==> src/srs_pkg.sv <==
package srs_pkg;

    // defaults for the top-level parameters
    localparam int WINDOW_DEF    = 8;
    localparam int SEQ_SPACE_DEF = 16;

    // field widths on the ports
    localparam int KIND_W    = 2;
    localparam int PSUM_W    = 13;
    localparam int SEQNUM_W  = 4;
    localparam int CKS_W     = 13;
    localparam int ACTION_W  = 3;
    localparam int SLOTNUM_W = 3;
    localparam int TIMER_W   = 2;

    // stream widths, padded to whole bytes
    localparam int S_TDATA_W = 40;
    localparam int M_TDATA_W = 24;

    typedef enum logic [KIND_W-1:0] {
        KIND_MSG     = 2'd0,
        KIND_ACK     = 2'd1,
        KIND_TIMEOUT = 2'd2,
        KIND_RSVD    = 2'd3
    } kind_t;

    typedef enum logic [ACTION_W-1:0] {
        ACT_NONE     = 3'd0,
        ACT_SEND     = 3'd1,
        ACT_RESEND   = 3'd2,
        ACT_FULL     = 3'd3,
        ACT_NEW_ACK  = 3'd4,
        ACT_DUP      = 3'd5,
        ACT_CORRUPT  = 3'd6,
        ACT_IDLE_TO  = 3'd7
    } action_t;

    typedef enum logic [TIMER_W-1:0] {
        TMR_LEAVE   = 2'd0,
        TMR_START   = 2'd1,
        TMR_RESTART = 2'd2,
        TMR_STOP    = 2'd3
    } timer_t;

    // which slot address drives the slot memory read port
    typedef enum logic [1:0] {
        RD_FIRST = 2'd0,
        RD_LAST  = 2'd1,
        RD_ACK   = 2'd2,
        RD_SCAN  = 2'd3
    } rd_sel_t;

    // where the frame fields of a result come from
    typedef enum logic [1:0] {
        RES_PLAIN  = 2'd0,
        RES_SEND   = 2'd1,
        RES_RESEND = 2'd2
    } res_src_t;

    typedef struct packed {
        logic     cap_in;
        rd_sel_t  rd_sel;
        logic     do_send;
        logic     ack_mark;
        logic     cap_sf;
        logic     cap_sl;
        logic     cnt_clr;
        logic     cnt_inc;
        logic     slide_step;
        logic     scan_init;
        logic     scan_step;
        logic     res_load;
        action_t  res_act;
        timer_t   res_tmr;
        res_src_t res_src;
        logic     out_load;
    } srs_cmd_t;

    typedef struct packed {
        kind_t kind;
        logic  full;
        logic  corrupt;
        logic  none_out;
        logic  ack_ok;
        logic  ack_is_first;
        logic  slide_stop;
        logic  scan_acked;
        logic  iter_done;
    } srs_stat_t;

endpackage

==> src/srs_dp.sv <==
module srs_dp #(
    parameter int WINDOW    = srs_pkg::WINDOW_DEF,
    parameter int SEQ_SPACE = srs_pkg::SEQ_SPACE_DEF
) (
    input  logic                           aclk,
    input  logic                           aresetn,
    input  srs_pkg::srs_cmd_t              cmd,
    output srs_pkg::srs_stat_t             stat,
    input  logic [srs_pkg::KIND_W-1:0]     in_kind,
    input  logic [srs_pkg::PSUM_W-1:0]     in_payload_sum,
    input  logic [srs_pkg::SEQNUM_W-1:0]   in_ack_seqnum,
    input  logic [srs_pkg::SEQNUM_W-1:0]   in_ack_number,
    input  logic [srs_pkg::CKS_W-1:0]      in_ack_checksum,
    output logic [srs_pkg::ACTION_W-1:0]   out_action,
    output logic [srs_pkg::SEQNUM_W-1:0]   out_frame_seqnum,
    output logic [srs_pkg::CKS_W-1:0]      out_frame_checksum,
    output logic [srs_pkg::SLOTNUM_W-1:0]  out_frame_slot,
    output logic [srs_pkg::TIMER_W-1:0]    out_timer_cmd
);
    import srs_pkg::*;

    localparam int SLOT_W  = $clog2(WINDOW);
    localparam int SEQ_W   = $clog2(SEQ_SPACE);
    localparam int CNT_W   = $clog2(WINDOW + 1);
    localparam int SEQ_N   = 1 << SEQ_W;
    localparam int ACKN_N  = 1 << SEQNUM_W;
    localparam int TBL_N   = (SEQ_N > ACKN_N) ? SEQ_N : ACKN_N;
    localparam int SEQX_W  = (SEQ_W > SEQNUM_W) ? SEQ_W : SEQNUM_W;
    localparam int SLOTX_W = (SLOT_W > SLOTNUM_W) ? SLOT_W : SLOTNUM_W;

    // value mod WINDOW for every narrow value
    function automatic logic [TBL_N*SLOT_W-1:0] build_slot_of();
        logic [TBL_N*SLOT_W-1:0] t;
        int                      s;
        t = '0;
        s = 0;
        for (int i = 0; i < TBL_N; i++) begin
            t[i*SLOT_W +: SLOT_W] = SLOT_W'(s);
            s = (s == WINDOW - 1) ? 0 : s + 1;
        end
        return t;
    endfunction

    localparam logic [TBL_N*SLOT_W-1:0] SLOT_OF = build_slot_of();

    // slot of the sequence number that follows a stored one
    function automatic logic [SEQ_N*SLOT_W-1:0] build_next_slot();
        logic [SEQ_N*SLOT_W-1:0] t;
        int                      j;
        t = '0;
        for (int i = 0; i < SEQ_SPACE; i++) begin
            j = (i + 1 == SEQ_SPACE) ? 0 : i + 1;
            t[i*SLOT_W +: SLOT_W] = SLOT_OF[j*SLOT_W +: SLOT_W];
        end
        return t;
    endfunction

    localparam logic [SEQ_N*SLOT_W-1:0] NEXT_SLOT = build_next_slot();

    // window state
    logic [SEQ_W-1:0]  next_seq_reg;
    logic [SLOT_W-1:0] first_slot_reg;
    logic [SLOT_W-1:0] last_slot_reg;
    logic [CNT_W-1:0]  outstanding_reg;
    logic [CNT_W-1:0]  acked_cnt_reg;
    logic [WINDOW-1:0] acked_reg;

    // slot memory, one read port
    logic [SEQ_W-1:0]  seq_mem [WINDOW];
    logic [CKS_W-1:0]  cks_mem [WINDOW];
    logic [SEQ_W-1:0]  rd_seq_reg;
    logic [CKS_W-1:0]  rd_cks_reg;
    logic [SLOT_W-1:0] rd_addr;

    // captured item
    kind_t                kind_reg;
    logic [PSUM_W-1:0]    psum_reg;
    logic [SEQNUM_W-1:0]  aseq_reg;
    logic [SEQNUM_W-1:0]  anum_reg;
    logic [CKS_W-1:0]     acks_reg;

    logic [SEQ_W-1:0]  sf_reg;
    logic [SEQ_W-1:0]  sl_reg;
    logic [CNT_W-1:0]  iter_reg;
    logic [SLOT_W-1:0] scan_reg;

    // pending result and output register
    action_t               res_act_reg;
    timer_t                res_tmr_reg;
    logic [SEQNUM_W-1:0]   res_seq_reg;
    logic [CKS_W-1:0]      res_cks_reg;
    logic [SLOTNUM_W-1:0]  res_slot_reg;
    action_t               m_act_reg;
    timer_t                m_tmr_reg;
    logic [SEQNUM_W-1:0]   m_seq_reg;
    logic [CKS_W-1:0]      m_cks_reg;
    logic [SLOTNUM_W-1:0]  m_slot_reg;

    logic [SLOT_W-1:0]  send_slot;
    logic [SLOT_W-1:0]  ack_slot;
    logic [SLOT_W-1:0]  adv_slot;
    logic [CKS_W-1:0]   send_cks;
    logic [CKS_W:0]     ack_want;
    logic [CNT_W:0]     fill;
    logic [SEQX_W-1:0]  sf_x;
    logic [SEQX_W-1:0]  sl_x;
    logic [SEQX_W-1:0]  an_x;
    logic [SEQX_W-1:0]  rd_x;
    logic [SEQX_W-1:0]  send_seq_x;
    logic [SLOTX_W-1:0] send_slot_x;
    logic [SLOTX_W-1:0] scan_slot_x;
    logic               in_window;

    assign send_slot = SLOT_OF[next_seq_reg * SLOT_W +: SLOT_W];
    assign ack_slot  = SLOT_OF[anum_reg * SLOT_W +: SLOT_W];
    assign adv_slot  = NEXT_SLOT[rd_seq_reg * SLOT_W +: SLOT_W];

    // seq minus one plus payload sum, wrapped to the checksum width
    assign send_cks = psum_reg + CKS_W'(next_seq_reg) - CKS_W'(1);

    // exact comparison, one bit wider than the fields
    assign ack_want = {psum_reg[PSUM_W-1], psum_reg} + (CKS_W+1)'(aseq_reg)
                    + (CKS_W+1)'(anum_reg);

    assign fill = {1'b0, outstanding_reg} + {1'b0, acked_cnt_reg};

    assign sf_x        = SEQX_W'(sf_reg);
    assign sl_x        = SEQX_W'(sl_reg);
    assign an_x        = SEQX_W'(anum_reg);
    assign rd_x        = SEQX_W'(rd_seq_reg);
    assign send_seq_x  = SEQX_W'(next_seq_reg);
    assign send_slot_x = SLOTX_W'(send_slot);
    assign scan_slot_x = SLOTX_W'(scan_reg);

    // window test with wrap of the sequence space
    assign in_window = (sf_x <= sl_x) ? (an_x >= sf_x && an_x <= sl_x)
                                      : (an_x >= sf_x || an_x <= sl_x);

    always_comb begin
        stat.kind         = kind_reg;
        stat.full         = fill >= (CNT_W+1)'(WINDOW);
        stat.corrupt      = ack_want != {acks_reg[CKS_W-1], acks_reg};
        stat.none_out     = outstanding_reg == '0;
        stat.ack_ok       = in_window && !acked_reg[ack_slot] && (rd_x == an_x);
        stat.ack_is_first = ack_slot == first_slot_reg;
        stat.slide_stop   = (acked_cnt_reg == '0) || !acked_reg[first_slot_reg];
        stat.scan_acked   = acked_reg[scan_reg];
        stat.iter_done    = iter_reg == CNT_W'(WINDOW);
    end

    always_comb begin
        unique case (cmd.rd_sel)
            RD_FIRST: rd_addr = first_slot_reg;
            RD_LAST:  rd_addr = last_slot_reg;
            RD_ACK:   rd_addr = ack_slot;
            RD_SCAN:  rd_addr = scan_reg;
            default:  rd_addr = first_slot_reg;
        endcase
    end

    always_ff @(posedge aclk) begin
        if (cmd.do_send) begin
            seq_mem[send_slot] <= next_seq_reg;
            cks_mem[send_slot] <= send_cks;
        end
        rd_seq_reg <= seq_mem[rd_addr];
        rd_cks_reg <= cks_mem[rd_addr];
    end

    always_ff @(posedge aclk) begin
        if (!aresetn) begin
            next_seq_reg    <= '0;
            first_slot_reg  <= '0;
            last_slot_reg   <= SLOT_W'(WINDOW - 1);
            outstanding_reg <= '0;
            acked_cnt_reg   <= '0;
            acked_reg       <= '0;
        end else begin
            if (cmd.do_send) begin
                acked_reg[send_slot] <= 1'b0;
                last_slot_reg        <= send_slot;
                outstanding_reg      <= outstanding_reg + CNT_W'(1);
                next_seq_reg         <= (next_seq_reg == SEQ_W'(SEQ_SPACE - 1))
                                        ? '0 : next_seq_reg + SEQ_W'(1);
            end
            if (cmd.ack_mark) begin
                acked_reg[ack_slot] <= 1'b1;
                outstanding_reg     <= outstanding_reg - CNT_W'(1);
                acked_cnt_reg       <= acked_cnt_reg + CNT_W'(1);
            end
            if (cmd.slide_step) begin
                acked_reg[first_slot_reg] <= 1'b0;
                acked_cnt_reg             <= acked_cnt_reg - CNT_W'(1);
                first_slot_reg            <= adv_slot;
            end
        end
    end

    always_ff @(posedge aclk) begin
        if (cmd.cap_in) begin
            kind_reg <= kind_t'(in_kind);
            psum_reg <= in_payload_sum;
            aseq_reg <= in_ack_seqnum;
            anum_reg <= in_ack_number;
            acks_reg <= in_ack_checksum;
        end
        if (cmd.cap_sf) begin
            sf_reg <= rd_seq_reg;
        end
        if (cmd.cap_sl) begin
            sl_reg <= rd_seq_reg;
        end
        if (cmd.cnt_clr) begin
            iter_reg <= '0;
        end else if (cmd.cnt_inc) begin
            iter_reg <= iter_reg + CNT_W'(1);
        end
        if (cmd.scan_init) begin
            scan_reg <= first_slot_reg;
        end else if (cmd.scan_step) begin
            scan_reg <= adv_slot;
        end
        if (cmd.res_load) begin
            res_act_reg <= cmd.res_act;
            res_tmr_reg <= cmd.res_tmr;
            case (cmd.res_src)
                RES_SEND: begin
                    res_seq_reg  <= send_seq_x[SEQNUM_W-1:0];
                    res_cks_reg  <= send_cks;
                    res_slot_reg <= send_slot_x[SLOTNUM_W-1:0];
                end
                RES_RESEND: begin
                    res_seq_reg  <= rd_x[SEQNUM_W-1:0];
                    res_cks_reg  <= rd_cks_reg;
                    res_slot_reg <= scan_slot_x[SLOTNUM_W-1:0];
                end
                default: begin
                    res_seq_reg  <= '0;
                    res_cks_reg  <= '0;
                    res_slot_reg <= '0;
                end
            endcase
        end
        if (cmd.out_load) begin
            m_act_reg  <= res_act_reg;
            m_tmr_reg  <= res_tmr_reg;
            m_seq_reg  <= res_seq_reg;
            m_cks_reg  <= res_cks_reg;
            m_slot_reg <= res_slot_reg;
        end
    end

    assign out_action         = m_act_reg;
    assign out_frame_seqnum   = m_seq_reg;
    assign out_frame_checksum = m_cks_reg;
    assign out_frame_slot     = m_slot_reg;
    assign out_timer_cmd      = m_tmr_reg;

endmodule

==> src/srs_ctrl.sv <==
module srs_ctrl (
    input  logic               aclk,
    input  logic               aresetn,
    input  logic               s_tvalid,
    output logic               s_tready,
    output logic               m_tvalid,
    input  logic               m_tready,
    input  srs_pkg::srs_stat_t stat,
    output srs_pkg::srs_cmd_t  cmd
);
    import srs_pkg::*;

    typedef enum logic [3:0] {
        S_IDLE,
        S_DECODE,
        S_ACK1,
        S_ACK2,
        S_ACK3,
        S_SLIDE,
        S_SLIDE_ADV,
        S_SCAN,
        S_SCAN_ADV,
        S_RESEND,
        S_PUT
    } state_t;

    state_t state_reg;
    state_t state_next;
    logic   m_valid_reg;
    logic   m_valid_next;

    assign s_tready = state_reg == S_IDLE;
    assign m_tvalid = m_valid_reg;

    always_comb begin
        cmd        = '0;
        state_next = state_reg;
        unique case (state_reg)
            S_IDLE: begin
                if (s_tvalid) begin
                    cmd.cap_in = 1'b1;
                    state_next = S_DECODE;
                end
            end
            S_DECODE: begin
                cmd.res_src = RES_PLAIN;
                unique case (stat.kind)
                    KIND_MSG: begin
                        cmd.res_load = 1'b1;
                        state_next   = S_PUT;
                        if (stat.full) begin
                            cmd.res_act = ACT_FULL;
                            cmd.res_tmr = TMR_LEAVE;
                        end else begin
                            cmd.do_send = 1'b1;
                            cmd.res_act = ACT_SEND;
                            cmd.res_src = RES_SEND;
                            cmd.res_tmr = stat.none_out ? TMR_START : TMR_LEAVE;
                        end
                    end
                    KIND_ACK: begin
                        cmd.res_tmr = TMR_LEAVE;
                        if (stat.corrupt) begin
                            cmd.res_load = 1'b1;
                            cmd.res_act  = ACT_CORRUPT;
                            state_next   = S_PUT;
                        end else if (stat.none_out) begin
                            cmd.res_load = 1'b1;
                            cmd.res_act  = ACT_DUP;
                            state_next   = S_PUT;
                        end else begin
                            cmd.rd_sel = RD_FIRST;
                            state_next = S_ACK1;
                        end
                    end
                    KIND_TIMEOUT: begin
                        if (stat.none_out) begin
                            cmd.res_load = 1'b1;
                            cmd.res_act  = ACT_IDLE_TO;
                            cmd.res_tmr  = TMR_LEAVE;
                            state_next   = S_PUT;
                        end else begin
                            cmd.scan_init = 1'b1;
                            cmd.cnt_clr   = 1'b1;
                            state_next    = S_SCAN;
                        end
                    end
                    default: begin
                        cmd.res_load = 1'b1;
                        cmd.res_act  = ACT_NONE;
                        cmd.res_tmr  = TMR_LEAVE;
                        state_next   = S_PUT;
                    end
                endcase
            end
            S_ACK1: begin
                cmd.cap_sf = 1'b1;
                cmd.rd_sel = RD_LAST;
                state_next = S_ACK2;
            end
            S_ACK2: begin
                cmd.cap_sl = 1'b1;
                cmd.rd_sel = RD_ACK;
                state_next = S_ACK3;
            end
            S_ACK3: begin
                cmd.res_src = RES_PLAIN;
                cmd.res_tmr = TMR_LEAVE;
                if (!stat.ack_ok) begin
                    cmd.res_load = 1'b1;
                    cmd.res_act  = ACT_DUP;
                    state_next   = S_PUT;
                end else begin
                    cmd.ack_mark = 1'b1;
                    if (stat.ack_is_first) begin
                        cmd.cnt_clr = 1'b1;
                        state_next  = S_SLIDE;
                    end else begin
                        cmd.res_load = 1'b1;
                        cmd.res_act  = ACT_NEW_ACK;
                        state_next   = S_PUT;
                    end
                end
            end
            S_SLIDE: begin
                if (stat.iter_done || stat.slide_stop) begin
                    cmd.res_load = 1'b1;
                    cmd.res_act  = ACT_NEW_ACK;
                    cmd.res_src  = RES_PLAIN;
                    cmd.res_tmr  = stat.none_out ? TMR_STOP : TMR_RESTART;
                    state_next   = S_PUT;
                end else begin
                    cmd.rd_sel = RD_FIRST;
                    state_next = S_SLIDE_ADV;
                end
            end
            S_SLIDE_ADV: begin
                cmd.slide_step = 1'b1;
                cmd.cnt_inc    = 1'b1;
                state_next     = S_SLIDE;
            end
            S_SCAN: begin
                if (stat.iter_done) begin
                    cmd.res_load = 1'b1;
                    cmd.res_act  = ACT_IDLE_TO;
                    cmd.res_src  = RES_PLAIN;
                    cmd.res_tmr  = TMR_LEAVE;
                    state_next   = S_PUT;
                end else begin
                    cmd.rd_sel = RD_SCAN;
                    state_next = stat.scan_acked ? S_SCAN_ADV : S_RESEND;
                end
            end
            S_SCAN_ADV: begin
                cmd.scan_step = 1'b1;
                cmd.cnt_inc   = 1'b1;
                state_next    = S_SCAN;
            end
            S_RESEND: begin
                cmd.res_load = 1'b1;
                cmd.res_act  = ACT_RESEND;
                cmd.res_src  = RES_RESEND;
                cmd.res_tmr  = TMR_START;
                state_next   = S_PUT;
            end
            S_PUT: begin
                if (!m_valid_reg || m_tready) begin
                    cmd.out_load = 1'b1;
                    state_next   = S_IDLE;
                end
            end
            default: begin
                state_next = S_IDLE;
            end
        endcase
    end

    always_comb begin
        if (cmd.out_load) begin
            m_valid_next = 1'b1;
        end else if (m_tready) begin
            m_valid_next = 1'b0;
        end else begin
            m_valid_next = m_valid_reg;
        end
    end

    always_ff @(posedge aclk) begin
        if (!aresetn) begin
            state_reg   <= S_IDLE;
            m_valid_reg <= 1'b0;
        end else begin
            state_reg   <= state_next;
            m_valid_reg <= m_valid_next;
        end
    end

endmodule

==> src/selective_repeat_sender.sv <==
// channel  dir  tdata (lowest bit up)                        tuser
// -------  ---  -------------------------------------------  -----------------
// s_       in   payload_sum 13, ack_seqnum 4, ack_number 4,  kind 2
//               ack_checksum 13, zero pad to 40
// m_       out  frame_seqnum 4, frame_checksum 13,           action 3
//               frame_slot 3, timer_cmd 2, zero pad to 24
//
// one event at a time, one result each
// new message: send, or full; ack: corrupt or duplicate, or marked, sliding over acked slots
//   when the oldest frame is acked; timeout: idle, or a scan for the oldest open frame to resend
// the single read port of the slot memory sets the pace of the slide and the resend scan
// synchronous active-low reset clears window state and all acked flags at once, no sweep
// a result waits in the output register while the next event runs; the next result then
// holds the sequencer until the waiting transfer completes
module selective_repeat_sender #(
    parameter int WINDOW    = srs_pkg::WINDOW_DEF,
    parameter int SEQ_SPACE = srs_pkg::SEQ_SPACE_DEF
) (
    input  logic                           aclk,
    input  logic                           aresetn,
    // input events
    input  logic                           s_tvalid,
    output logic                           s_tready,
    input  logic [srs_pkg::S_TDATA_W-1:0]  s_tdata,   // payload_sum, ack_seqnum, ack_number, ack_checksum
    input  logic [srs_pkg::KIND_W-1:0]     s_tuser,   // kind
    // results
    output logic                           m_tvalid,
    input  logic                           m_tready,
    output logic [srs_pkg::M_TDATA_W-1:0]  m_tdata,   // frame_seqnum, frame_checksum, frame_slot, timer_cmd
    output logic [srs_pkg::ACTION_W-1:0]   m_tuser    // action
);
    import srs_pkg::*;

    localparam int PAD_W = M_TDATA_W - SEQNUM_W - CKS_W - SLOTNUM_W - TIMER_W;

    srs_cmd_t  cmd;
    srs_stat_t stat;

    // unpacked input fields
    logic [PSUM_W-1:0]    in_payload_sum;
    logic [SEQNUM_W-1:0]  in_ack_seqnum;
    logic [SEQNUM_W-1:0]  in_ack_number;
    logic [CKS_W-1:0]     in_ack_checksum;

    // result fields from the output register
    logic [SEQNUM_W-1:0]  out_frame_seqnum;
    logic [CKS_W-1:0]     out_frame_checksum;
    logic [SLOTNUM_W-1:0] out_frame_slot;
    logic [TIMER_W-1:0]   out_timer_cmd;

    assign in_payload_sum  = s_tdata[PSUM_W-1:0];
    assign in_ack_seqnum   = s_tdata[PSUM_W +: SEQNUM_W];
    assign in_ack_number   = s_tdata[PSUM_W+SEQNUM_W +: SEQNUM_W];
    assign in_ack_checksum = s_tdata[PSUM_W+2*SEQNUM_W +: CKS_W];

    assign m_tdata = {{PAD_W{1'b0}}, out_timer_cmd, out_frame_slot,
                      out_frame_checksum, out_frame_seqnum};

    // sequencer: accepts events, walks the window, hands results to the output register
    srs_ctrl u_ctrl (
        .aclk     (aclk),
        .aresetn  (aresetn),
        .s_tvalid (s_tvalid),
        .s_tready (s_tready),
        .m_tvalid (m_tvalid),
        .m_tready (m_tready),
        .stat     (stat),
        .cmd      (cmd)
    );

    // window registers, slot memory, acked flags and result registers
    srs_dp #(
        .WINDOW    (WINDOW),
        .SEQ_SPACE (SEQ_SPACE)
    ) u_dp (
        .aclk               (aclk),
        .aresetn            (aresetn),
        .cmd                (cmd),
        .stat               (stat),
        .in_kind            (s_tuser),
        .in_payload_sum     (in_payload_sum),
        .in_ack_seqnum      (in_ack_seqnum),
        .in_ack_number      (in_ack_number),
        .in_ack_checksum    (in_ack_checksum),
        .out_action         (m_tuser),
        .out_frame_seqnum   (out_frame_seqnum),
        .out_frame_checksum (out_frame_checksum),
        .out_frame_slot     (out_frame_slot),
        .out_timer_cmd      (out_timer_cmd)
    );

endmodule

==> config.mk <==
export PLATFORM = sky130hd
export DESIGN_NAME = selective_repeat_sender
export DESIGN_NICKNAME = d
export VERILOG_FILES = /design/src/srs_pkg.sv /design/src/srs_dp.sv /design/src/srs_ctrl.sv /design/src/selective_repeat_sender.sv
export SDC_FILE = /design/constraint.sdc
export NUM_CORES = 1
export LEC_CHECK = 0
export BUFFER_PORTS_ARGS = -buffer_cell sky130_fd_sc_hd__buf_2
export CAP_MARGIN = 10
export CORE_ASPECT_RATIO = 1.1
export CORE_MARGIN = 2
export CORE_UTILIZATION = 55
export DETAILED_ROUTE_END_ITERATION = 12
export HOLD_SLACK_MARGIN = 0.12
export PLACE_DENSITY_LB_ADDON = 0.2
export SLEW_MARGIN = 25
export SYNTH_ARGS = -nofsm -noshare
export SYNTH_HDL_FRONTEND = slang
export SYNTH_SLANG_ARGS = --single-unit
export TNS_END_PERCENT = 1
==> constraint.sdc <==
create_clock -name aclk -period 4.3 [get_ports aclk]
set_input_delay 0.215 -clock aclk [delete_from_list [all_inputs] [get_ports aclk]]
set_output_delay 0.215 -clock aclk [all_outputs]
set_load 0.005 [all_outputs]
==> flow_summary_export.csv, run 1 <==
group,metric,value,unit
setup_path,r2r-end,"u_dp.res_cks_reg[0]$_DFFE_PP_",
setup_path,r2r-start,"u_dp.an_x[1]$_DFFE_PP_",
timing,finalSetupTns,0,ns
setup_path,required,4.60,ns
global_route,grt-ovfl-total,0,
yosys,synthAdderAreaFrac,0.07057,
timing,worst_pin_slew,0.9574,ns
run_status,status,"completed",
pwr,power.leakage,5.583,nW
timing,setup_viol,0,
routing,vias,8023,
yosys,seq_area_frac_synth,0.6110,
setup_path,cp-start-kind,"register",
flow_run,cap_violations,0,
routing,vias_per_cell,5.686,
floorplan,fp.dieH,166.2,um
finish,final_common_cell,"edfxtp_1",
timing,max_freq,0.2412,GHz
global_route,grt_usage,0.2189,
setup_path,path_cells,"fa_1 > ha_1 > fa_1 > xor3_1 > nor4_1 > o2111ai_1 > a2111oi_0 > buf_4 > nand4_1 > a211oi_1 > o211ai_1 > buf_12",
clock_tree,holdBufCountCts,39,
finish,drive_gt1_frac,0.1691,
finish,top_register,"u_dp.cks_mem",
pwr,intPower,6.584,mW
pwr,comb_power_share,0.325,
clock_tree,htree_num_levels,1,
placed_design,hpwl,16910,um
yosys,yosysWarningCount,0,
global_route,antenna_found_initial,0,
pwr,power_density,633.4,nW/um^2
timing,fin_worst_skew,0.01679,ns
setup_path,cp_max_fo,25,
global_route,grt_pass1_vias,8140,
clock_tree,cts_setup_buffers,0,
finish,diodes,0,
finish,largest_reg_flops,104,
worst_hold_path,min-delay-start,"s_tdata[32]",
finish,top_regs,"u_dp.cks_mem: 104 flops, u_dp.seq_mem: 32 flops",
routing,wl,26610,um
clock_tree,cts_buffer_depth,3,
pwr,pwr-share-clk,0.263,
timing,rsz0062_at_grt,"no",
clock_tree,cts_resized,0,
yosys,synth_mux_area_frac,0.1087,
worst_hold_path,whs_path_depth,2,
yosys,synthCells,956,
yosys,ys_types,76,
placed_design,gp_congestion,0.8308,
timing,period_minus_slack,4.147,ns
clock_tree,clkLatencyLatePin,0.56,ns
routing,avgRoutedWirePerCell,18.86,um
timing,hold_violations,0,
clock_tree,cts_tree,"done",
yosys,synthFlopType,"edfxtp_1",
finish,fillers,1719,
floorplan,rows,59,
yosys,synth_top_family_by_area,"multiplexers",
setup_path,critPathBufInv,2,
setup_path,slowest_delay,0.50,ns
setup_path,cp-end-kind,"register",
clock_tree,cts_buffers,29,
worst_hold_path,hp-class,"input pin to register",
pwr,p_sw_frac,0.3231,
timing,maxSlewViolCount,0,
floorplan,die_x,151.5,um
yosys,async_flop_share,0,
clock_tree,root_buffer,"clkbuf_16",
yosys,synthSimpleGateAreaFrac,0.06563,
routing,drtIter0Drc,384,
floorplan,initial_utilization,0.5586,
timing,slew_headroom,0.3572,
finish,regArea,8038,sq um
floorplan,dieArea,25170,sq um
finish,final_nets,1197,
floorplan,pin_count,75,
yosys,ys_ff_latch,285,
setup_path,worst_path_max_delay_cell,"fa_1",
clock_tree,clk_pin_slew,0.06,ns
yosys,netlist_area,13160,sq um
placed_design,port-buffer-count,66,
global_route,grt_pass1_wl,42610,um
yosys,synth-edff-count,233,
finish,multi_input_area,4738,sq um
setup_path,crit_type,"register to register",
pwr,power.switching,3.142,mW
timing,min_period_over_period,0.9644,
timing,whs,0.3518,ns
setup_path,ff2ff_setup_slack,0.15,ns
setup_path,cp_common_cell,"fa_1",
floorplan,core_area,23550,sq um
routing,drc,0,
routing,dr.pass1.iters,5,
finish,final_cell_mix,"edfxtp_1, mux2i_1, buf_2, inv_1, ha_1",
setup_path,arrival,4.44,ns
pwr,seq_power_share,0.413,
pwr,vdd_drop_max,0.4227,mV
routing,ant_nets,0,
yosys,synth-compound-area-share,0.08389,
clock_tree,cts_num_sinks,285,
setup_path,rr_worst_depth,12,
global_route,grt_start_max_net_pins,37,
setup_path,crit_family,"adder cells",
finish,area_delta_synth_final,16.71,%
yosys,avgSynthCellArea,13.76,sq um
yosys,synthXorXnorAreaFrac,0.02711,
worst_hold_path,whs_endpoint,"u_dp.acks_reg[11]$_DFFE_PP_",
-- power by group through the flow --
stage | registers [mW] | clock network, mW | logic, mW
after detailed placement | 4.06 | 0 | 3.12
after global routing | 4.05 | 2.70 | 3.47
after floorplan | 3.96 | 0 | 2.35
final | 4.01 | 2.55 | 3.16
after CTS | 4.01 | 2.59 | 3.17
after global placement | 4.05 | 0 | 3.05
-- per-layer routing --
layer	global-route usage	vias up	routed length, um	part of all wire
met5	0	-	0	0
met4	0.07924	0	930	0.035
met3	0.02885	53	995	0.037
met2	0.3703	205	13340	0.50
met1	0.2891	3926	11340	0.43
li1	-	3839	-	-
-- per-stage QoR --
stage	area [sq um]	power, mW	worst slack, ns	cells	utilization
after CTS	15350	9.766	0.2719	1411	0.6520
final	15350	9.726	0.1532	1411	0.6520
after detailed placement	13970	7.180	0.2748	1318	0.5934
after global routing	15350	10.23	0.1140	1411	0.6520
after global placement	13970	7.100	0.3509	1318	0.5934
after floorplan	13160	6.310	0.06313	957	-
-- logic make-up (layout without fill, tap and decap cells) --
kind of cell    Yosys count  count (layout)
compound gates          158             158
xor+xnor                 39              39
fa+ha+maj                69              69
buf+inv                  99             248
flops                   285             285
mux                     133             133
other cells               1               2
simple gates            172             172
-- area by class of cell --
class,instances,area share
clock inverters,18,0.01288
well taps,305,0.02486
clock buffers,36,0.05158
repair buffers,132,0.06340
inverters,62,0.01516
flip-flops and latches,285,0.5235
multi-input cells,573,0.3086
-- synth_stat cells (3+ instances only) --
library cell	number	share of area
buf_4	6	0.0034
nand2_1	44	0.013
clkbuf_1	21	0.0060
or3_1	5	0.0024
o211ai_1	6	0.0034
o21ai_0	19	0.0072
buf_6	4	0.0034
mux4_2	6	0.010
edfxtp_1	233	0.53
mux2i_1	108	0.082
nor3_1	18	0.0068
o31ai_1	5	0.0029
a211oi_1	7	0.0040
nor2_1	44	0.013
nor2b_1	11	0.0052
o311a_1	4	0.0030
o41ai_1	3	0.0020
a22oi_1	14	0.0080
a311oi_1	4	0.0027
and3_1	5	0.0024
xor2_1	18	0.012
a21boi_0	3	0.0017
fa_1	9	0.014
dfxtp_1	52	0.079
nor4_1	4	0.0019
buf_2	6	0.0023
mux2_2	19	0.016
ha_1	59	0.056
nand2b_1	13	0.0062
nand3_1	8	0.0030
and2_1	3	0.0014
xnor2_1	20	0.013
o21bai_1	4	0.0023
inv_1	61	0.017
a21o_1	10	0.0057
a21oi_1	47	0.018
-- worst max-delay path by stage --
stage | slack (ns) | cells after the start | endpoint | start
after global placement | 0.35 | 12 | u_dp.res_cks_reg[8]$_DFFE_PP_ | u_dp.an_x[1]$_DFFE_PP_
after CTS | 0.27 | 12 | u_dp.res_seq_reg[2]$_DFFE_PP_ | u_dp.an_x[1]$_DFFE_PP_
after floorplan | 0.06 | 13 | u_dp.res_act_reg[0]$_DFFE_PP_ | u_dp.an_x[0]$_DFFE_PP_
final | 0.15 | 12 | u_dp.res_cks_reg[0]$_DFFE_PP_ | u_dp.an_x[1]$_DFFE_PP_
after global routing | 0.11 | 12 | u_dp.res_cks_reg[5]$_DFFE_PP_ | u_dp.an_x[1]$_DFFE_PP_
after detailed placement | 0.27 | 12 | u_dp.res_cks_reg[8]$_DFFE_PP_ | u_dp.an_x[1]$_DFFE_PP_
No activity file was read; power rests on OpenSTA's default activity.
==> run 2: changes to the inputs <==
--- a/config.mk
+++ b/config.mk
@@ -11,6 +11,7 @@
 export CORE_MARGIN = 2
 export CORE_UTILIZATION = 55
 export DETAILED_ROUTE_END_ITERATION = 12
+export GPL_TIMING_DRIVEN = 0
 export HOLD_SLACK_MARGIN = 0.12
 export PLACE_DENSITY_LB_ADDON = 0.2
 export SLEW_MARGIN = 25
==> flow_summary_export.csv, run 2 (same netlist as run 1, synthesis figures left out) <==
group,metric,value,unit
clock_tree,cts_tree,"done",
routing,drc,0,
pwr,pwr-share-clk,0.237,
pwr,power.leakage,5.660,nW
floorplan,initial_utilization,0.5586,
timing,max_freq,0.2372,GHz
finish,top_register,"u_dp.cks_mem",
finish,area_delta_synth_final,17.92,%
pwr,comb_power_share,0.350,
timing,finalSetupTns,0,ns
clock_tree,htree_num_levels,1,
clock_tree,clk_pin_slew,0.06,ns
routing,vias,8214,
finish,diodes,0,
floorplan,rows,59,
global_route,use_met1,0.3158,
finish,fillers,1715,
pwr,power_density,625.4,nW/um^2
floorplan,die_x,151.5,um
global_route,use_met3,0.02802,
timing,rsz0062_at_grt,"no",
global_route,grt_pass1_vias,8298,
routing,dr.pass1.iters,5,
setup_path,cp_max_fo,13,
timing,fin_worst_skew,0.01670,ns
floorplan,pin_count,75,
finish,design_area,15510,sq um
routing,ant_nets,0,
timing,slew_headroom,0.4145,
pwr,p_sw_frac,0.3362,
finish,drive_gt1_frac,0.1872,
setup_path,worst_path_max_delay_cell,"edfxtp_1",
placed_design,hpwl,20070,um
setup_path,cp-start-kind,"register",
finish,post-route-util,0.6587,
clock_tree,cts_buffers,28,
timing,setup_viol,0,
clock_tree,cts_num_sinks,285,
placed_design,gp_congestion,0.9079,
timing,min_period_over_period,0.9805,
clock_tree,cts_buffer_depth,3,
global_route,grt_start_max_net_pins,35,
finish,fin_cells,1448,
clock_tree,root_buffer,"clkbuf_16",
global_route,grt-ovfl-total,0,
global_route,grt_usage,0.2394,
flow_run,cap_violations,0,
timing,worst_pin_slew,0.8719,ns
finish,final_common_cell,"edfxtp_1",
floorplan,core_area,23550,sq um
routing,avgRoutedWirePerCell,20.28,um
global_route,grtUsageMet2,0.4116,
setup_path,cp-end-kind,"register",
clock_tree,clkLatencyLatePin,0.55,ns
floorplan,fp.dieH,166.2,um
finish,final_cell_mix,"edfxtp_1, mux2i_1, buf_2, inv_1, ha_1",
routing,drtIter0Drc,512,
placed_design,port-buffer-count,66,
pwr,power.switching,3.262,mW
timing,period_minus_slack,4.216,ns
setup_path,slowest_delay,0.48,ns
finish,largest_reg_flops,104,
routing,wl,29370,um
setup_path,required,4.58,ns
global_route,top_usage_layer,"met2",
global_route,antenna_found_initial,0,
pwr,intPower,6.439,mW
routing,vias_per_cell,5.673,
floorplan,dieArea,25170,sq um
finish,final_nets,1235,
global_route,grt_pass1_wl,45700,um
run_status,status,"completed",
placed_design,place_area,14140,sq um
timing,whs,0.3722,ns
timing,maxSlewViolCount,0,
placed_design,placedCellCount,1351,
finish,top_regs,"u_dp.cks_mem: 104 flops, u_dp.seq_mem: 32 flops",
worst_hold_path,hp-class,"input pin to register",
setup_path,crit_type,"register to register",
setup_path,path_cells,"clkinvlp_4 > fa_2 > inv_2 > ha_4 > fa_2 > xor3_1 > nor4_2 > o2111ai_2 > a2111oi_4 > nand4_1 > a211oi_2 > o211ai_1 > buf_4 > buf_4",
setup_path,arrival,4.50,ns
timing,hold_violations,0,
pwr,vdd_drop_max,0.4150,mV
pwr,seq_power_share,0.412,
## run 2: cell count changes in the layout (fill, tap and decap cells not counted), moves of 4 or more
cell        before  now
clkbuf_1         3   26
buf_6            0   10
buf_2           66   75
clkinvlp_4       5    1
## run 2: worst paths after layout
check | startpoint | to | slack (ns) | cells after the start
worst max register to register | u_dp.an_x[0]$_DFFE_PP_ | u_dp.res_cks_reg[2]$_DFFE_PP_ | 0.08 | 14
worst min-delay path | s_tdata[29] | u_dp.acks_reg[8]$_DFFE_PP_ | 0.37 | 2
worst max-delay path | u_dp.an_x[0]$_DFFE_PP_ | u_dp.res_cks_reg[2]$_DFFE_PP_ | 0.08 | 14
worst min register to register | u_dp.res_seq_reg[0]$_DFFE_PP_ | u_dp.out_frame_seqnum[0]$_DFFE_PP_ | 0.42 | 0
## run 2: power groups by stage
stage	clock [mW]	combinational, mW	sequential (mW)
2_1_floorplan	0	2.35	3.96
5_1_grt	2.45	3.71	4.03
3_3_place_gp	0	3.09	4.06
3_5_place_dp	0	3.22	4.05
6_report	2.30	3.40	4.00
4_1_cts	2.33	3.35	4.00
## run 2: per-stage QoR
stage / total power, mW / worst slack (ns)
after floorplan: 6.310 / 0.06313
after global placement: 7.149 / -1.865
after detailed placement: 7.269 / -1.214
after CTS: 9.683 / -0.04633
after global routing: 10.20 / 0.01195
final: 9.701 / 0.08390
## run 2: layer usage
metal | vias up | share of wire
met4 | 0 | 0.035
met5 | - | 0
met3 | 69 | 0.049
li1 | 3904 | -
met2 | 255 | 0.50
met1 | 3986 | 0.42
## run 2: area by class of cell
| cell class | instances | area (sq um) | area share |
|---|---|---|---|
| plain buffers | 35 | 195.2 | 0.01258 |
| flip-flops and latches | 285 | 8038 | 0.5181 |
| inverters | 62 | 236.5 | 0.01524 |
| repair buffers | 136 | 988.4 | 0.06372 |
| clock inverters | 12 | 96.34 | 0.006211 |
| multi-input cells | 573 | 4811 | 0.3101 |
| clock buffers | 40 | 765.7 | 0.04936 |
| well taps | 305 | 381.6 | 0.02460 |
## run 2: what timing repair did
action | 4_1_cts | 5_1_grt
hold buffers | 39 | 0
gates resized for setup | 12 | 6
endpoints found under the hold margin | 44 | 0
pin swaps | 3 | 9
setup buffers | 2 | 7
endpoints found under the setup margin | 47 | 30
## run 2: worst max-delay path, delay by kind of cell, from the launching register on
family | cells | cell delay, ns
flip-flops | 1 | 0.48
AO/OA/AOI/OAI | 4 | 1.10
adder cells (fa/ha/maj) | 3 | 0.73
buffers and inverters | 4 | 0.68
XOR/XNOR | 1 | 0.41
AND/OR/NAND/NOR | 2 | 0.54
==> run 3: changes to the inputs <==
--- a/config.mk
+++ b/config.mk
@@ -17,5 +17,6 @@
 export SLEW_MARGIN = 25
 export SYNTH_ARGS = -nofsm -noshare
 export SYNTH_HDL_FRONTEND = slang
+export SYNTH_HIERARCHICAL = 1
 export SYNTH_SLANG_ARGS = --single-unit
 export TNS_END_PERCENT = 1
==> flow_summary_export.csv, run 3 <==
group,metric,value,unit
run_status,status,"completed",
yosys,synthFlopType,"edfxtp_1",
yosys,seq_area_frac_synth,0.6203,
worst_hold_path,hp-class,"input pin to register",
placed_design,hpwl,17400,um
finish,top_regs,"u_dp/cks_mem: 104 flops, u_dp/seq_mem: 32 flops",
floorplan,fp.dieH,165.0,um
pwr,vdd_drop_max,0.4136,mV
routing,dr.pass1.iters,5,
yosys,async_flop_share,0,
pwr,power_density,609.2,nW/um^2
flow_run,cap_violations,0,
global_route,antenna_found_initial,0,
setup_path,arrival,4.33,ns
yosys,synthTopCellsByArea,"edfxtp_1, dfxtp_1, ha_1",
yosys,synth_top_area_cell,"edfxtp_1",
finish,area_delta_synth_final,17.03,%
clock_tree,cts_buffers,28,
floorplan,pin_count,75,
finish,top_register,"u_dp/cks_mem",
yosys,synth-edff-count,233,
routing,avgRoutedWirePerCell,19.27,um
yosys,yosys.area.top_type_share,0.5399,
finish,fillers,1620,
clock_tree,cts_num_sinks,285,
clock_tree,cts_tree,"done",
timing,maxSlewViolCount,0,
floorplan,initial_utilization,0.5633,
clock_tree,cts_buffer_depth,3,
finish,final_common_cell,"edfxtp_1",
routing,ant_nets,0,
clock_tree,htree_num_levels,1,
timing,fin_worst_skew,0.01900,ns
timing,slew_headroom,0.3985,
setup_path,cp_max_fo,6,
yosys,avgSynthCellArea,14.56,sq um
timing,period_minus_slack,4.060,ns
yosys,yosysMostFrequentCell,"edfxtp_1",
placed_design,port-buffer-count,66,
setup_path,required,4.57,ns
yosys,yosysWarningCount,6,
floorplan,core_area,23000,sq um
global_route,grt_pass1_wl,40980,um
global_route,grt_start_max_net_pins,34,
setup_path,cp-end-kind,"register",
routing,wl,26250,um
yosys,synth_common_cells,"edfxtp_1, inv_1, ha_1",
pwr,power.leakage,5.518,nW
setup_path,crit_type,"register to register",
global_route,grt-ovfl-total,0,
clock_tree,clkLatencyLatePin,0.56,ns
finish,largest_reg_flops,104,
floorplan,rows,58,
timing,fin_ws,0.2402,ns
floorplan,dieArea,24810,sq um
setup_path,cp-start-kind,"register",
routing,vias_per_cell,5.617,
placed_design,gp_congestion,0.9202,
finish,final_nets,1154,
routing,vias,7650,
clock_tree,clk_pin_slew,0.06,ns
timing,max_freq,0.2463,GHz
yosys,ys_types,64,
routing,drc,0,
timing,rsz0062_at_grt,"no",
clock_tree,root_buffer,"clkbuf_16",
yosys,netlist_area,12960,sq um
yosys,synthCells,890,
timing,setup_viol,0,
finish,drive_gt1_frac,0.1723,
finish,final_cell_mix,"edfxtp_1, buf_2, inv_1, ha_1, dfxtp_1",
yosys,ys_ff_latch,285,
timing,whs,0.3674,ns
timing,min_period_over_period,0.9441,
routing,drtIter0Drc,604,
floorplan,die_x,150.4,um
global_route,grt_pass1_vias,7514,
placed_design,post-place-ws,-0.9671,ns
timing,hold_violations,0,
timing,worst_pin_slew,0.9023,ns
finish,diodes,0,
global_route,grt_usage,0.2180,
[run 3: area by class of cell]
class                           instances  area (sq um)  area share
Multi-Input combinational cell        507          4579      0.3020
Sequential cell                       285          8038      0.5300
Buffer                                 37         188.9     0.01246
Inverter                               61         229.0     0.01510
Timing Repair Buffer                  120         858.3     0.05660
Clock buffer                           39         762.0     0.05024
Clock inverter                         13         135.1    0.008910
Tap cell                              300         375.4     0.02475
[run 3: worst max-delay path, stage by stage (launching register included)]
cell	delay, ns
edfxtp_1	0.41
fa_1	0.49
ha_1	0.24
fa_1	0.44
a211oi_2	0.25
nor2_1	0.11
and3_1	0.22
nand2_1	0.08
nor3_1	0.06
o2111ai_2	0.39
nand2_1	0.15
nand2_1	0.12
nor3_1	0.06
o211ai_1	0.23
buf_4	0.18
buf_4	0.17
buf_4	0.18
[run 3: repair_timing]
item,CTS,global route
setup buffers,3,2
endpoints found under the hold margin,47,0
hold buffers,41,0
setup endpoints to repair,25,6
resized for setup,1,4
pin swaps,2,3
[run 3: power by group]
| part | leakage, nW | switching (mW) | internal [mW] |
|---|---|---|---|
| combinational | 2.53 | 1.60 | 1.26 |
| clock | 0.433 | 1.00 | 1.36 |
| sequential | 2.55 | 0.249 | 3.76 |
| total | 5.52 | 2.86 | 6.38 |
[run 3: logic make-up after synthesis]
group	count (synthesis)	synth area share
AOI/OAI and AO/OA	136	0.06913
xor gates and xnor gates	44	0.02974
DFF	285	0.6203
buffers and inverters	99	0.03254
other	1	0.0002894
muxes	70	0.1049
and+or+nand+nor	186	0.07155
adders and majority gates	69	0.07164
[run 3: per-layer routing]
metal / up-vias / global-route usage / routed length [um]
li1: 3635 / - / -
met1: 3740 / 0.3137 / 11680
met2: 233 / 0.3593 / 12530
met3: 42 / 0.03204 / 1623
met4: 0 / 0.04160 / 420
met5: - / 0 / 0
[run 3: worst paths after layout]
| path | startpoint | to | slack (ns) | cells past startpoint |
|---|---|---|---|---|
| worst min register to register | u_dp/res_cks_reg[10]$_DFFE_PP_ | u_dp/out_frame_checksum[10]$_DFFE_PP_ | 0.42 | 0 |
| worst max-delay path | u_dp/psum_reg[1]$_DFFE_PP_ | u_dp/res_cks_reg[10]$_DFFE_PP_ | 0.24 | 16 |
| worst min-delay path | s_tdata[25] | u_dp/acks_reg[4]$_DFFE_PP_ | 0.37 | 2 |
| worst max register to register | u_dp/psum_reg[1]$_DFFE_PP_ | u_dp/res_cks_reg[10]$_DFFE_PP_ | 0.24 | 16 |
[run 3: stage by stage]
step	power, mW	utilization	cells	cell area, sq um	setup TNS (ns)
2_1_floorplan	6.033	-	891	12960	0
3_3_place_gp	6.738	0.5941	1257	13670	-90.63
3_5_place_dp	6.859	0.5999	1265	13800	-15.93
4_1_cts	9.277	0.6578	1360	15130	0
5_1_grt	9.751	0.6593	1362	15170	0
6_report	9.239	0.6593	1362	15170	0
